<file path="src/hw/rtl/adv_data_uuid_filter_top_defines.svh">
// Assertion macros used by the RTL top.
`ifndef ADV_DATA_UUID_FILTER_TOP_DEFINES_SVH
`define ADV_DATA_UUID_FILTER_TOP_DEFINES_SVH

// Same-cycle implication, checked outside reset.
`define ADUF_ASSERT_NOW(label, ante, cons, msg) \
  label: assert property (@(posedge clk) disable iff (!rst_n) (ante) |-> (cons)) \
    else $error(msg);

// Next-cycle implication, checked outside reset.
`define ADUF_ASSERT_NEXT(label, ante, cons, msg) \
  label: assert property (@(posedge clk) disable iff (!rst_n) (ante) |=> (cons)) \
    else $error(msg);

`endif

</file>
<file path="src/hw/rtl/aduf_pkg.sv">
package aduf_pkg;

  // AD types that list service UUIDs (incomplete / complete)
  localparam logic [7:0] AD_UUID16_INCOMPLETE  = 8'h02;
  localparam logic [7:0] AD_UUID16_COMPLETE    = 8'h03;
  localparam logic [7:0] AD_UUID128_INCOMPLETE = 8'h06;
  localparam logic [7:0] AD_UUID128_COMPLETE   = 8'h07;

  localparam logic [4:0] SHORT_UUID_BYTES = 5'd2;
  localparam logic [4:0] LONG_UUID_BYTES  = 5'd16;

  // Default target: 16-bit UUID 0x1809, bytes 0x09 then 0x18
  localparam logic [63:0] UUID_LOW_RESET = 64'h0000_0000_0000_1809;

  localparam int unsigned CFG_AW = 5;
  localparam int unsigned CFG_DW = 64;

  typedef enum logic [1:0] {
    REG_UUID_LONG = 2'd0,
    REG_UUID_LOW  = 2'd1,
    REG_UUID_HIGH = 2'd2
  } reg_idx_t;

  typedef struct packed {
    logic        uuid_long;
    logic [63:0] uuid_low;
    logic [63:0] uuid_high;
  } cfg_t;

endpackage

</file>
<file path="src/hw/rtl/aduf_if.sv">
interface aduf_in_if;
  logic       valid;
  logic       ready;
  logic [7:0] data_byte;
  logic       last_byte;

  modport source (output valid, output data_byte, output last_byte, input ready);
  modport sink   (input valid, input data_byte, input last_byte, output ready);
endinterface

interface aduf_out_if;
  logic valid;
  logic ready;
  logic found;

  modport source (output valid, output found, input ready);
  modport sink   (input valid, input found, output ready);
endinterface

</file>
<file path="src/hw/rtl/adv_data_uuid_filter_top.sv">
// Advertising-data service UUID filter. Payload bytes arrive one per
// transaction on in_ch with last_byte marking the final byte of a packet.
// The block walks the length/type/body structures; for a structure whose
// type lists service UUIDs (0x02/0x03 in 16-bit mode, 0x06/0x07 in 128-bit
// mode) the first UUID of the body is compared byte by byte with the target
// in uuid_low/uuid_high. A match counts only if all 2 or 16 UUID bytes lie
// inside the structure and the packet. Exactly one transaction leaves on
// out_ch per packet, on its last byte, carrying found. Throughput is one
// byte per clock: the parse state is updated by one small stage per byte,
// and the result sits in an output register in the cycle after the last byte
// is taken, so a stalled result only holds off input while it is still
// pending and out_ch.ready is low. Registers (64-bit APB, byte address
// 8*index): 0 uuid_long, 1 uuid_low (first target byte in bits 7:0),
// 2 uuid_high. Write registers only while no packet is in flight.
module adv_data_uuid_filter_top
  import aduf_pkg::*;
(
  input  logic              clk,
  input  logic              rst_n,
  aduf_in_if.sink           in_ch,
  aduf_out_if.source        out_ch,
  input  logic              cfg_psel,
  input  logic              cfg_penable,
  input  logic              cfg_pwrite,
  input  logic [CFG_AW-1:0] cfg_paddr,
  input  logic [CFG_DW-1:0] cfg_pwdata,
  output logic [CFG_DW-1:0] cfg_prdata,
  output logic              cfg_pready
);

  cfg_t cfg;

  aduf_cfg_regs u_cfg (
    .clk        (clk),
    .rst_n      (rst_n),
    .cfg_psel   (cfg_psel),
    .cfg_penable(cfg_penable),
    .cfg_pwrite (cfg_pwrite),
    .cfg_paddr  (cfg_paddr),
    .cfg_pwdata (cfg_pwdata),
    .cfg_prdata (cfg_prdata),
    .cfg_pready (cfg_pready),
    .cfg        (cfg)
  );

  // Parse state
  logic [7:0] bytes_left_r, bytes_left_nxt;   // 0: next byte is a length byte
  logic       at_type_r, at_type_nxt;
  logic       listed_r, listed_nxt;
  logic [4:0] cmp_pos_r, cmp_pos_nxt;
  logic       equal_r, equal_nxt;
  logic       match_r, match_nxt;

  // Result register
  logic       out_valid_r, out_valid_nxt;
  logic       found_r, found_nxt;

  logic         in_acc;
  logic [4:0]   ulen;
  logic [127:0] target;
  logic [7:0]   tgt_byte;
  logic         cmp_active;
  logic [4:0]   pos_inc;
  logic         eq_upd;

  // Input is taken whenever the result slot is free or draining this cycle.
  assign in_ch.ready  = !out_valid_r || out_ch.ready;
  assign in_acc       = in_ch.valid && in_ch.ready;
  assign out_ch.valid = out_valid_r;
  assign out_ch.found = found_r;

  assign ulen       = cfg.uuid_long ? LONG_UUID_BYTES : SHORT_UUID_BYTES;
  assign target     = {cfg.uuid_high, cfg.uuid_low};
  assign tgt_byte   = target[{cmp_pos_r[3:0], 3'b000} +: 8];
  // mode may change under a running compare; past the length means no compare
  assign cmp_active = listed_r && (cmp_pos_r < ulen);
  assign pos_inc    = cmp_pos_r + 5'd1;
  assign eq_upd     = equal_r && (in_ch.data_byte == tgt_byte);

  always_comb begin
    bytes_left_nxt = bytes_left_r;
    at_type_nxt    = at_type_r;
    listed_nxt     = listed_r;
    cmp_pos_nxt    = cmp_pos_r;
    equal_nxt      = equal_r;
    match_nxt      = match_r;
    out_valid_nxt  = out_valid_r && !out_ch.ready;
    found_nxt      = found_r;

    if (in_acc) begin
      if (bytes_left_r == 8'd0) begin
        // length byte; zero length is an empty structure
        if (in_ch.data_byte != 8'd0) begin
          bytes_left_nxt = in_ch.data_byte;
          at_type_nxt    = 1'b1;
        end
      end else if (at_type_r) begin
        bytes_left_nxt = bytes_left_r - 8'd1;
        at_type_nxt    = 1'b0;
        if (cfg.uuid_long) begin
          listed_nxt = (in_ch.data_byte == AD_UUID128_INCOMPLETE) ||
                       (in_ch.data_byte == AD_UUID128_COMPLETE);
        end else begin
          listed_nxt = (in_ch.data_byte == AD_UUID16_INCOMPLETE) ||
                       (in_ch.data_byte == AD_UUID16_COMPLETE);
        end
        cmp_pos_nxt = 5'd0;
        equal_nxt   = 1'b1;
      end else begin
        bytes_left_nxt = bytes_left_r - 8'd1;
        if (cmp_active) begin
          equal_nxt   = eq_upd;
          cmp_pos_nxt = pos_inc;
          if ((pos_inc == ulen) && eq_upd) begin
            match_nxt = 1'b1;
          end
        end
      end

      if (in_ch.last_byte) begin
        out_valid_nxt  = 1'b1;
        found_nxt      = match_nxt;
        bytes_left_nxt = 8'd0;
        at_type_nxt    = 1'b0;
        listed_nxt     = 1'b0;
        cmp_pos_nxt    = 5'd0;
        equal_nxt      = 1'b0;
        match_nxt      = 1'b0;
      end
    end
  end

  always_ff @(posedge clk) begin
    if (!rst_n) begin
      bytes_left_r <= 8'd0;
      at_type_r    <= 1'b0;
      listed_r     <= 1'b0;
      cmp_pos_r    <= 5'd0;
      equal_r      <= 1'b0;
      match_r      <= 1'b0;
      out_valid_r  <= 1'b0;
    end else begin
      bytes_left_r <= bytes_left_nxt;
      at_type_r    <= at_type_nxt;
      listed_r     <= listed_nxt;
      cmp_pos_r    <= cmp_pos_nxt;
      equal_r      <= equal_nxt;
      match_r      <= match_nxt;
      out_valid_r  <= out_valid_nxt;
    end
  end

  // found needs no reset; it is only looked at with out_valid_r
  always_ff @(posedge clk) begin
    found_r <= found_nxt;
  end

`include "adv_data_uuid_filter_top_defines.svh"

  `ADUF_ASSERT_NOW(a_cmp_pos_range, 1'b1, cmp_pos_r <= LONG_UUID_BYTES, "compare position past 16")
  `ADUF_ASSERT_NEXT(a_last_gives_result, in_acc && in_ch.last_byte, out_valid_r, "no result after last byte")
  `ADUF_ASSERT_NEXT(a_last_clears, in_acc && in_ch.last_byte, (bytes_left_r == 8'd0) && !match_r && !at_type_r, "packet state not cleared")
  `ADUF_ASSERT_NOW(a_stall_blocks_input, out_valid_r && !out_ch.ready, !in_ch.ready, "input taken while result stalled")

endmodule

</file>
<file path="src/hw/rtl/aduf_cfg_regs.sv">
module aduf_cfg_regs
  import aduf_pkg::*;
(
  input  logic              clk,
  input  logic              rst_n,
  input  logic              cfg_psel,
  input  logic              cfg_penable,
  input  logic              cfg_pwrite,
  input  logic [CFG_AW-1:0] cfg_paddr,
  input  logic [CFG_DW-1:0] cfg_pwdata,
  output logic [CFG_DW-1:0] cfg_prdata,
  output logic              cfg_pready,
  output cfg_t              cfg
);

  cfg_t     cfg_r;
  cfg_t     cfg_nxt;
  reg_idx_t idx;
  logic     wr_en;

  assign cfg_pready = 1'b1;
  assign idx        = reg_idx_t'(cfg_paddr[4:3]);
  assign wr_en      = cfg_psel & cfg_penable & cfg_pwrite & cfg_pready;
  assign cfg        = cfg_r;

  always_comb begin
    cfg_nxt = cfg_r;
    if (wr_en) begin
      case (idx)
        REG_UUID_LONG: cfg_nxt.uuid_long = cfg_pwdata[0];
        REG_UUID_LOW:  cfg_nxt.uuid_low  = cfg_pwdata;
        REG_UUID_HIGH: cfg_nxt.uuid_high = cfg_pwdata;
        default:       cfg_nxt = cfg_r;
      endcase
    end
  end

  always_comb begin
    case (idx)
      REG_UUID_LONG: cfg_prdata = {63'd0, cfg_r.uuid_long};
      REG_UUID_LOW:  cfg_prdata = cfg_r.uuid_low;
      REG_UUID_HIGH: cfg_prdata = cfg_r.uuid_high;
      default:       cfg_prdata = '0;
    endcase
  end

  always_ff @(posedge clk) begin
    if (!rst_n) begin
      cfg_r.uuid_long <= 1'b0;
      cfg_r.uuid_low  <= UUID_LOW_RESET;
      cfg_r.uuid_high <= '0;
    end else begin
      cfg_r <= cfg_nxt;
    end
  end

endmodule
</file>
<file path="src/flat_wrapper.sv">
// flat-port wrapper written by rule: the top's interface ports become plain ports
module adv_data_uuid_filter_top_flat import aduf_pkg::*;
  (clk, rst_n, cfg_psel, cfg_penable, cfg_pwrite, cfg_paddr, cfg_pwdata, cfg_prdata, cfg_pready, in_ch_valid, in_ch_data_byte, in_ch_last_byte, in_ch_ready, out_ch_valid, out_ch_found, out_ch_ready);
  aduf_in_if in_ch_i ();
  aduf_out_if out_ch_i ();
  input  logic clk;
  input  logic rst_n;
  input  logic cfg_psel;
  input  logic cfg_penable;
  input  logic cfg_pwrite;
  input  logic [CFG_AW-1:0] cfg_paddr;
  input  logic [CFG_DW-1:0] cfg_pwdata;
  output logic [CFG_DW-1:0] cfg_prdata;
  output logic cfg_pready;
  input wire logic [$bits(in_ch_i.valid)-1:0] in_ch_valid;
  input wire logic [$bits(in_ch_i.data_byte)-1:0] in_ch_data_byte;
  input wire logic [$bits(in_ch_i.last_byte)-1:0] in_ch_last_byte;
  output wire logic [$bits(in_ch_i.ready)-1:0] in_ch_ready;
  output wire logic [$bits(out_ch_i.valid)-1:0] out_ch_valid;
  output wire logic [$bits(out_ch_i.found)-1:0] out_ch_found;
  input wire logic [$bits(out_ch_i.ready)-1:0] out_ch_ready;
  assign in_ch_i.valid = in_ch_valid;
  assign in_ch_i.data_byte = in_ch_data_byte;
  assign in_ch_i.last_byte = in_ch_last_byte;
  assign in_ch_ready = in_ch_i.ready;
  assign out_ch_valid = out_ch_i.valid;
  assign out_ch_found = out_ch_i.found;
  assign out_ch_i.ready = out_ch_ready;
  adv_data_uuid_filter_top u_core (.clk(clk), .rst_n(rst_n), .in_ch(in_ch_i), .out_ch(out_ch_i), .cfg_psel(cfg_psel), .cfg_penable(cfg_penable), .cfg_pwrite(cfg_pwrite), .cfg_paddr(cfg_paddr), .cfg_pwdata(cfg_pwdata), .cfg_prdata(cfg_prdata), .cfg_pready(cfg_pready));
endmodule
</file>
<file path="config.mk">
export PLATFORM = sky130hd
export DESIGN_NAME = adv_data_uuid_filter_top_flat
export DESIGN_NICKNAME = d
export VERILOG_FILES = /design/src/hw/rtl/aduf_pkg.sv /design/src/hw/rtl/aduf_if.sv /design/src/hw/rtl/adv_data_uuid_filter_top.sv /design/src/hw/rtl/aduf_cfg_regs.sv /design/src/flat_wrapper.sv
export VERILOG_INCLUDE_DIRS = /design/src /design/src/hw/rtl
export SDC_FILE = /design/constraint.sdc
export NUM_CORES = 1
export LEC_CHECK = 0
export ABC_CLOCK_PERIOD_IN_PS = 3000
export BUFFER_PORTS_ARGS = -buffer_cell sky130_fd_sc_hd__buf_4
export CAP_MARGIN = 20
export CELL_PAD_IN_SITES_DETAIL_PLACEMENT = 0
export CELL_PAD_IN_SITES_GLOBAL_PLACEMENT = 2
export CORE_ASPECT_RATIO = 2
export CORE_UTILIZATION = 32
export DETAILED_ROUTE_END_ITERATION = 7
export PLACE_DENSITY = 0.9
export SYNTH_ARGS = -nofsm -noshare
export SYNTH_HDL_FRONTEND = slang
export SYNTH_SLANG_ARGS = --single-unit
</file>
<file path="constraint.sdc">
create_clock -name clk -period 3 [get_ports clk]
set_input_delay 0.6 -clock clk [delete_from_list [all_inputs] [get_ports clk]]
set_output_delay 0.6 -clock clk [all_outputs]
set_load 0.01 [all_outputs]
</file>
Word level (Yosys, flattened, before mapping)
Cells that the tools add are included.

word-level totals
  register bits = 148
  input bits = 85

operators by class
  eq/ne operators = 10
  shift operators = 1
  multiplexer cells = 27
  order comparisons = 1
  add/subtract/negate cells = 2
  reduce and logical (&&, ||, !) cells = 22
  bitwise gates (word level) = 2

operators by type and width
  kind                                                  count
  case mux 64 bit (3 select lines)                      1
  indexed part select 128 x 8 -> 8 bit                  1
  2-to-1 mux 5 bit                                      5
  2-to-1 mux 8 bit                                      3
  2-to-1 mux 1 bit                                      18
  equality test 8 x 2 -> 1 bit (second input constant)  2
  equality test 8 x 3 -> 1 bit (second input constant)  2
  AND reduction 2 bit                                   5
  equality test 8 bit                                   1
  logical NOT 8 bit                                     1
  nonzero test 8 bit                                    1
  subtractor 8 x 1 -> 8 bit (second input constant)     1
  AND reduction 3 bit                                   2
  adder 5 x 1 -> 5 bit (second input constant)          1
  equality test 5 bit                                   1
  logical AND 1 bit                                     5
  < comparator 5 bit                                    1
  logical OR 1 bit                                      3
  inequality test 3 bit (second input constant)         1
  nonzero test 3 bit                                    1
  bitwise AND 1 bit                                     2
  equality test 2 x 1 -> 1 bit (second input constant)  1
  equality test 2 bit (second input constant)           1
  logical NOT 1 bit                                     2
  3 further kinds                                       3

Logic depth before layout (Yosys ltp)
Gate-level depths: netlist of the first run.

  depth in word-level cells = 9
  depth in mapped cells = 11
  mapped depth without buffers = 9

Cells and area by module
A second synthesis of the first run with hierarchy kept.

second synthesis, totals
  cell total of the unflattened synthesis = 848
  area total of the unflattened synthesis = 8056.5 um2

modules (own cells, without submodules)
  module                    cells each  times used  area each (um2)  seq. area each (um2)
  aduf_cfg_regs             579         1           5637.9           2582.5
  adv_data_uuid_filter_top  269         1           2418.6           390.4

Worst setup path before layout of the first run
No wires, ideal clock.

  path type = reg2reg
  start point = register u_core.cmp_pos_r[1]
  end point = register u_core.equal_r
  slack = 602 ps
  buffers on the path = 2
  setup time = 96 ps
  arrival time = 2303 ps
  required time = 2904 ps
  cell stages (with the launch flop) = 9
  clock period less this slack = 2398 ps
  cell sequence = dfxtp_1 buf_6 buf_8 mux4_2 mux4_2 xor2_1 a211oi_2 nand4_1 o41ai_2

on the way
  longest elaborated chain between the ends = 7
  elaborated cells between the ends (all ways) = 11
  classes of those cells = order compare: 1; eq/ne: 1; shift: 1; mux: 4; reduce/logical: 4

ends and longest elaborated chain
  item                                  line                             source
  start, declared                       adv_data_uuid_filter_top.sv:50   logic [4:0] cmp_pos_r, cmp_pos_nxt;
  start signal, assigned                adv_data_uuid_filter_top.sv:146  cmp_pos_r <= cmp_pos_nxt;
  indexed part select 128 x 8 -> 8 bit  adv_data_uuid_filter_top.sv:74   assign tgt_byte = target[{cmp_pos_r[3:0], 3'b000} +: 8];
  equality test 8 bit                   adv_data_uuid_filter_top.sv:78   assign eq_upd = equal_r && (in_ch.data_byte == tgt_byte);
  logical AND 1 bit                     adv_data_uuid_filter_top.sv:78
  2-to-1 mux 1 bit                      adv_data_uuid_filter_top.sv:111  if (cmp_active) begin
  2-to-1 mux 1 bit                      adv_data_uuid_filter_top.sv:97   end else if (at_type_r) begin
  2-to-1 mux 1 bit                      adv_data_uuid_filter_top.sv:91   if (bytes_left_r == 8'd0) begin
  2-to-1 mux 1 bit                      adv_data_uuid_filter_top.sv:120  if (in_ch.last_byte) begin
  end signal, assigned                  adv_data_uuid_filter_top.sv:147  equal_r <= equal_nxt;
  end, declared                         adv_data_uuid_filter_top.sv:51   logic equal_r, equal_nxt;

Parallel ways exist; a longest one is shown, timed or not. The select of a mux whose other input is x is not followed.
A chain may end at the register's enable or synchronous reset.

Worst setup path in the final report of the first run
Ends and elaborated chain as after synthesis.

==> results of run 1 <==
per-stage QoR:
stage,cells,cell area (um2),hold slack [ns]
6_report,1314,9540,0.393
5_1_grt,1314,9540,0.407
4_1_cts,1311,9530,0.374
3_5_place_dp,1279,8960,0.460
3_3_place_gp,1279,8960,0.454
2_1_floorplan,900,7470,0.437
kinds of logic after synthesis:
group | share of synthesized area
compound gates | 0.204
simple gates | 0.202
mux | 0.126
buf+inv | 0.0455
fa+ha+maj | 0.00670
other cells | 0.000502
xor+xnor | 0.0176
flops | 0.398
synth_stat cells, types with 2 or more instances:
master / count
nand3b_1: 5
buf_2: 5
nand2_1: 273
or4_1: 3
o211a_1: 4
nor4_1: 2
nor2b_1: 10
nand4_1: 4
nand3_1: 11
nor3b_1: 3
mux4_1: 15
a31oi_1: 4
clkbuf_1: 56
o21ai_0: 16
nand2b_1: 4
mux2_2: 2
xor2_1: 10
and3_1: 2
a22o_1: 65
a21oi_1: 135
dfxtp_1: 147
nand4b_1: 2
mux2i_1: 19
buf_1: 10
ha_1: 4
o31ai_1: 2
mux4_2: 15
nor2_1: 27
nor3_1: 5
or2_2: 2
a22oi_1: 3
xnor2_1: 5
inv_1: 8
state kept, by name (all words and copies together) (netlist names):
name                 cells
u_core.out_ch.found      1
u_core.at_type_r         1
u_core.u_cfg.cfg       129
u_core.cmp_pos_r         5
u_core.equal_r           1
u_core.bytes_left_r      8
u_core.listed_r          1
u_core.match_r           1
u_core.out_ch.valid      1
layout make-up:
class	count	area, um2	area share
clock buffer	18	439	0.0461
inverter	9	36.3	0.00381
sequential	148	2980	0.312
tap	280	350	0.0367
antenna	3	7.51	0.000787
clock inverter	14	128	0.0134
timing repair buffer	173	1410	0.148
multi-input combinational	669	4190	0.439
final timing paths:
kind,to,startpoint,depth (start not counted)
setup / recovery,u_core.equal_r,u_core.cmp_pos_r[1],6
hold / removal,u_core.u_cfg.cfg[76],cfg_pwdata[12],3
setup reg to reg,u_core.equal_r,u_core.cmp_pos_r[1],6
hold reg to reg,u_core.u_cfg.cfg[60],u_core.u_cfg.cfg[60],2
worst max-delay path, cell delays in order, from the launching register on:
cell	delay (ns)
dfxtp_4	0.50
mux4_1	0.70
mux4_2	0.52
xor2_1	0.18
nor4_2	0.28
nand4_1	0.23
o41ai_2	0.32
layer usage:
layer / up-vias / wire length, um / track usage
li1: 3403 / - / -
met1: 3435 / 10400 / 0.266
met2: 245 / 14200 / 0.397
met3: 43 / 1240 / 0.0254
met4: 0 / 858 / 0.117
met5: - / 0 / 0
timing repair:
item                       4_1_cts  5_1_grt
gates resized for setup          0        1
setup endpoints to repair        0        1
hold buffers                     0        0
power by group:
part | switching (mW) | internal [mW]
clock network | 0.911 | 1.17
logic | 0.325 | 0.243
registers | 0.0444 | 2.01
total | 1.28 | 3.42
==> out/qor.yml, run 1 <==
die:
  start_util: 0.327
  design.die.area_um2: 24000
  io_pins: 153
  core-area_um2: 22800
  die_y_um: 218
  die_x_um: 110
  fp-row-count: 78
clock_tree:
  cts-root-buf: "clkbuf_16"
  clkTransAtPathRegs_ns: 0.07
  cts_setup_buffers: 0
  clock_sinks: 148
  h-tree-depth: 4
  cts_buffer_depth: 2
  worst_skew_pair.late_latency_ns: 0.43
  cts_inserted_buffers: 17
  cts_tree: "done"
timing:
  worst_slew_pin_slew_ns: 0.841
  finalCritPeriodShare: 0.940
  fin_setup_tns_ns: 0
  hold_viol: 0
  slew_viol_final: 0
  setup_slack_ns: 0.180
  relSlewSlack: 0.440
  skew_ns: 0.0106
  fmax_mhz: 355
  setup_violations: 0
  rsz0062_at_grt: "no"
  fin_crit_ns: 2.82
route:
  drt_iter0_drc: 500
  drc: 0
  final_antenna_net_count: 0
  wl_per_cell_um: 20.3
  drtPass1Iterations: 5
  via_per_inst: 5.42
  vias: 7126
  routed_wl_um: 26700
global_routing:
  grt_antenna_before_repair: 3
  track_usage: 0.227
  grt_max_degree: 80
  grt-ovfl-total: 0
  grt_pass1_vias: 6790
  grt_pass1_wl_um: 39800
synth:
  yosysTopAreaCell: "dfxtp_1"
  yosysSeqAreaShare: 0.398
  synthTopCellsByArea: "dfxtp_1, nand2_1, a21oi_1"
  synth_area_um2: 7470
  ys_warn_count: 0
  ys_seq_elements: 148
  syn-instance-count: 900
  avgSynthCellArea_um2: 8.30
  synth.top_cell.area_share: 0.394
  async_reset_ff_frac: 0
  synthFlopType: "dfxtp_1"
  yosysUniqueCellTypes: 55
  syn_nets: 989
  synth-edff-count: 1
finish:
  fill_cells: 2372
  utilization: 0.418
  drive_gt1_frac: 0.229
  final_cell_mix: "nand2_1, buf_4, dfxtp_1"
  mostFrequentLayoutCell: "nand2_1"
  areaGrowthSynthToFinish_pct: 27.6
  nets: 1107
critical_path:
  r2r_slack_ns: 0.18
  crit_required_ns: 3.34
  worstSetupPathType: "flop to flop"
  critPathLaunchType: "flop"
  endpoint_kind: "flop"
  arrival_ns: 3.16
  cp_max_fo: 12
power:
  power_density_nw_per_um2: 493
  leakage_nw: 3.60
  peakVddDrop_mv: 0.313
  finalPower_mw: 4.70
run_status:
  status: "completed"
worst_hold_path:
  min_path_type: "input pin to flop"
place:
  port_buffers: 148
  hpwlAfterDp_um: 18800
  place_ws_ns: 0.0568
  gp_congestion: 0.827
job:
  drv_cap: 0
Note: power is estimated with default switching activity, not from simulation.
==> run 2, diff against run 1 <==
--- a/config.mk
+++ b/config.mk
@@ -15,6 +15,7 @@
 export CORE_UTILIZATION = 32
 export DETAILED_ROUTE_END_ITERATION = 7
 export PLACE_DENSITY = 0.9
+export REMOVE_ABC_BUFFERS = 1
 export SYNTH_ARGS = -nofsm -noshare
 export SYNTH_HDL_FRONTEND = slang
 export SYNTH_SLANG_ARGS = --single-unit
==> out/qor.yml, run 2 (synthesis gave the netlist of run 1 again) <==
critical_path:
  critPathCapture: "u_core.equal_r"
  crit_required_ns: 3.33
  crit_slowest_cell: "dfxtp_2"
  arrival_ns: 3.17
  endpoint_kind: "flop"
  cpPeakStageDelay_ns: 0.62
  crit_chain: "buf_4 -> mux4_2 -> mux4_2 -> xor2_1 -> a211oi_2 -> nand4_1 -> o41ai_2"
  r2r_slack_ns: 0.15
  cpMostUsedCell: "mux4_2"
  ff2ff_path_depth: 7
  r2r-start: "u_core.cmp_pos_r[1]"
  worstSetupPathType: "flop to flop"
  r2r_end: "u_core.equal_r"
  startpoint: "u_core.cmp_pos_r[1]"
  cp_max_fo: 12
  critPathLaunchType: "flop"
timing:
  fmax_mhz: 351
  slew_viol_final: 0
  fin_crit_ns: 2.85
  rsz0062_at_grt: "no"
  relSlewSlack: 0.460
  skew_ns: 0.00794
  setup_violations: 0
  worst_slew_pin_slew_ns: 0.811
  finalCritPeriodShare: 0.949
  hold_viol: 0
  timing.hold.ws_ns: 0.404
route:
  drc: 0
  wl_per_cell_um: 18.9
  vias: 6997
  drtPass1Iterations: 5
  via_per_inst: 5.36
  final_antenna_net_count: 0
  drt_iter0_drc: 375
  routed_wl_um: 24700
finish:
  seq_area_um2: 2980
  fill_cells: 2409
  stdcell_count: 1305
  final_cell_mix: "nand2_1, buf_4, dfxtp_1"
  mostFrequentLayoutCell: "nand2_1"
  multi_input_comb_area_um2: 4190
  final_area_um2: 9430
  diodes: 0
  largest_reg_flops: 129
  drive_gt1_frac: 0.222
  nets: 1102
  areaGrowthSynthToFinish_pct: 26.2
run_status:
  status: "completed"
power:
  leakage_nw: 3.56
  power_density_nw_per_um2: 498
  peakVddDrop_mv: 0.384
clock_tree:
  cts-root-buf: "clkbuf_16"
  cts_buffer_depth: 2
  cts.repair.resized: 0
  cts_hold_buf: 0
  clock_sinks: 148
  cts_inserted_buffers: 17
  worst_skew_pair.late_latency_ns: 0.43
  clkTransAtPathRegs_ns: 0.06
  cts_setup_buffers: 0
  h-tree-depth: 4
  cts_tree: "done"
global_routing:
  grt_pass1_vias: 6675
  track_usage: 0.210
  grt_max_degree: 69
  grt_pass1_wl_um: 37300
  grt_antenna_before_repair: 0
  grt-ovfl-total: 0
place:
  port_buffers: 148
  hpwlAfterDp_um: 16500
  placed_area_um2: 8860
  placed_cells: 1274
  gp_congestion: 0.830
die:
  fp-row-count: 78
  core-area_um2: 22800
  design.die.area_um2: 24000
  io_pins: 153
  die_x_um: 110
  die_y_um: 218
  start_util: 0.327
worst_hold_path:
  min_path_type: "input pin to flop"
  worstHoldPathCells: 3
job:
  drv_cap: 0
==> run 2: cell count changes in the layout (fill, tap and decap cells not counted), moves of 2 or more <==
cell / delta
buf_12: -5
inv_6: -3
clkinv_2: +2
clkinvlp_4: -3
clkbuf_1: +2
diode_2: -3
clkbuf_8: +2
==> run 2: cell type report <==
class | instances | area share
Clock buffer | 23 | 0.0529
Timing Repair Buffer | 168 | 0.139
Clock inverter | 8 | 0.00783
Tap cell | 280 | 0.0371
Inverter | 9 | 0.00385
Sequential cell | 148 | 0.315
Multi-Input combinational cell | 669 | 0.444
==> run 2: how the worst min path moves through the flow <==
stage                          start               endpoint  slack [ns]
2_1_floorplan         u_core.match_r         u_core.match_r        0.44
3_3_place_gp    u_core.u_cfg.cfg[95]   u_core.u_cfg.cfg[95]        0.45
3_5_place_dp   u_core.u_cfg.cfg[123]  u_core.u_cfg.cfg[123]        0.46
4_1_cts               cfg_pwdata[11]   u_core.u_cfg.cfg[75]        0.39
5_1_grt                cfg_pwdata[3]   u_core.u_cfg.cfg[67]        0.40
6_report              cfg_pwdata[11]   u_core.u_cfg.cfg[75]        0.40
==> run 2: metal layers <==
layer	vias to the layer above	GRT usage	share of wire
li1	3391	-	-
met4	0	0.112	0.040
met1	3386	0.235	0.39
met5	-	0	0
met2	173	0.371	0.54
met3	47	0.0328	0.037
==> run 2: critical path, delay by kind of cell (launching register included) <==
| kind | cells | cell delay, ns |
|---|---|---|
| compound gates | 2 | 0.51 |
| xor+xnor | 1 | 0.16 |
| buf+inv | 1 | 0.26 |
| flops | 1 | 0.62 |
| mux | 2 | 1.02 |
| simple gates | 1 | 0.17 |
==> run 2: per-stage QoR <==
step	utilization	setup slack (ns)	power, mW	TNS [ns]
global placement	0.388	0.217	2.65	0
detailed placement	0.388	0.144	2.66	0
floorplan	-	-2.29	2.40	-341.07
finish	0.413	0.152	4.70	0
global route	0.413	0.0256	4.89	0
CTS	0.413	0.135	4.75	0
==> run 2: power by group <==
group	internal, mW	total [mW]	switching [mW]
registers	2.01	2.06	0.0420
clock network	1.25	2.09	0.843
logic	0.234	0.555	0.321
total	3.49	4.70	1.21
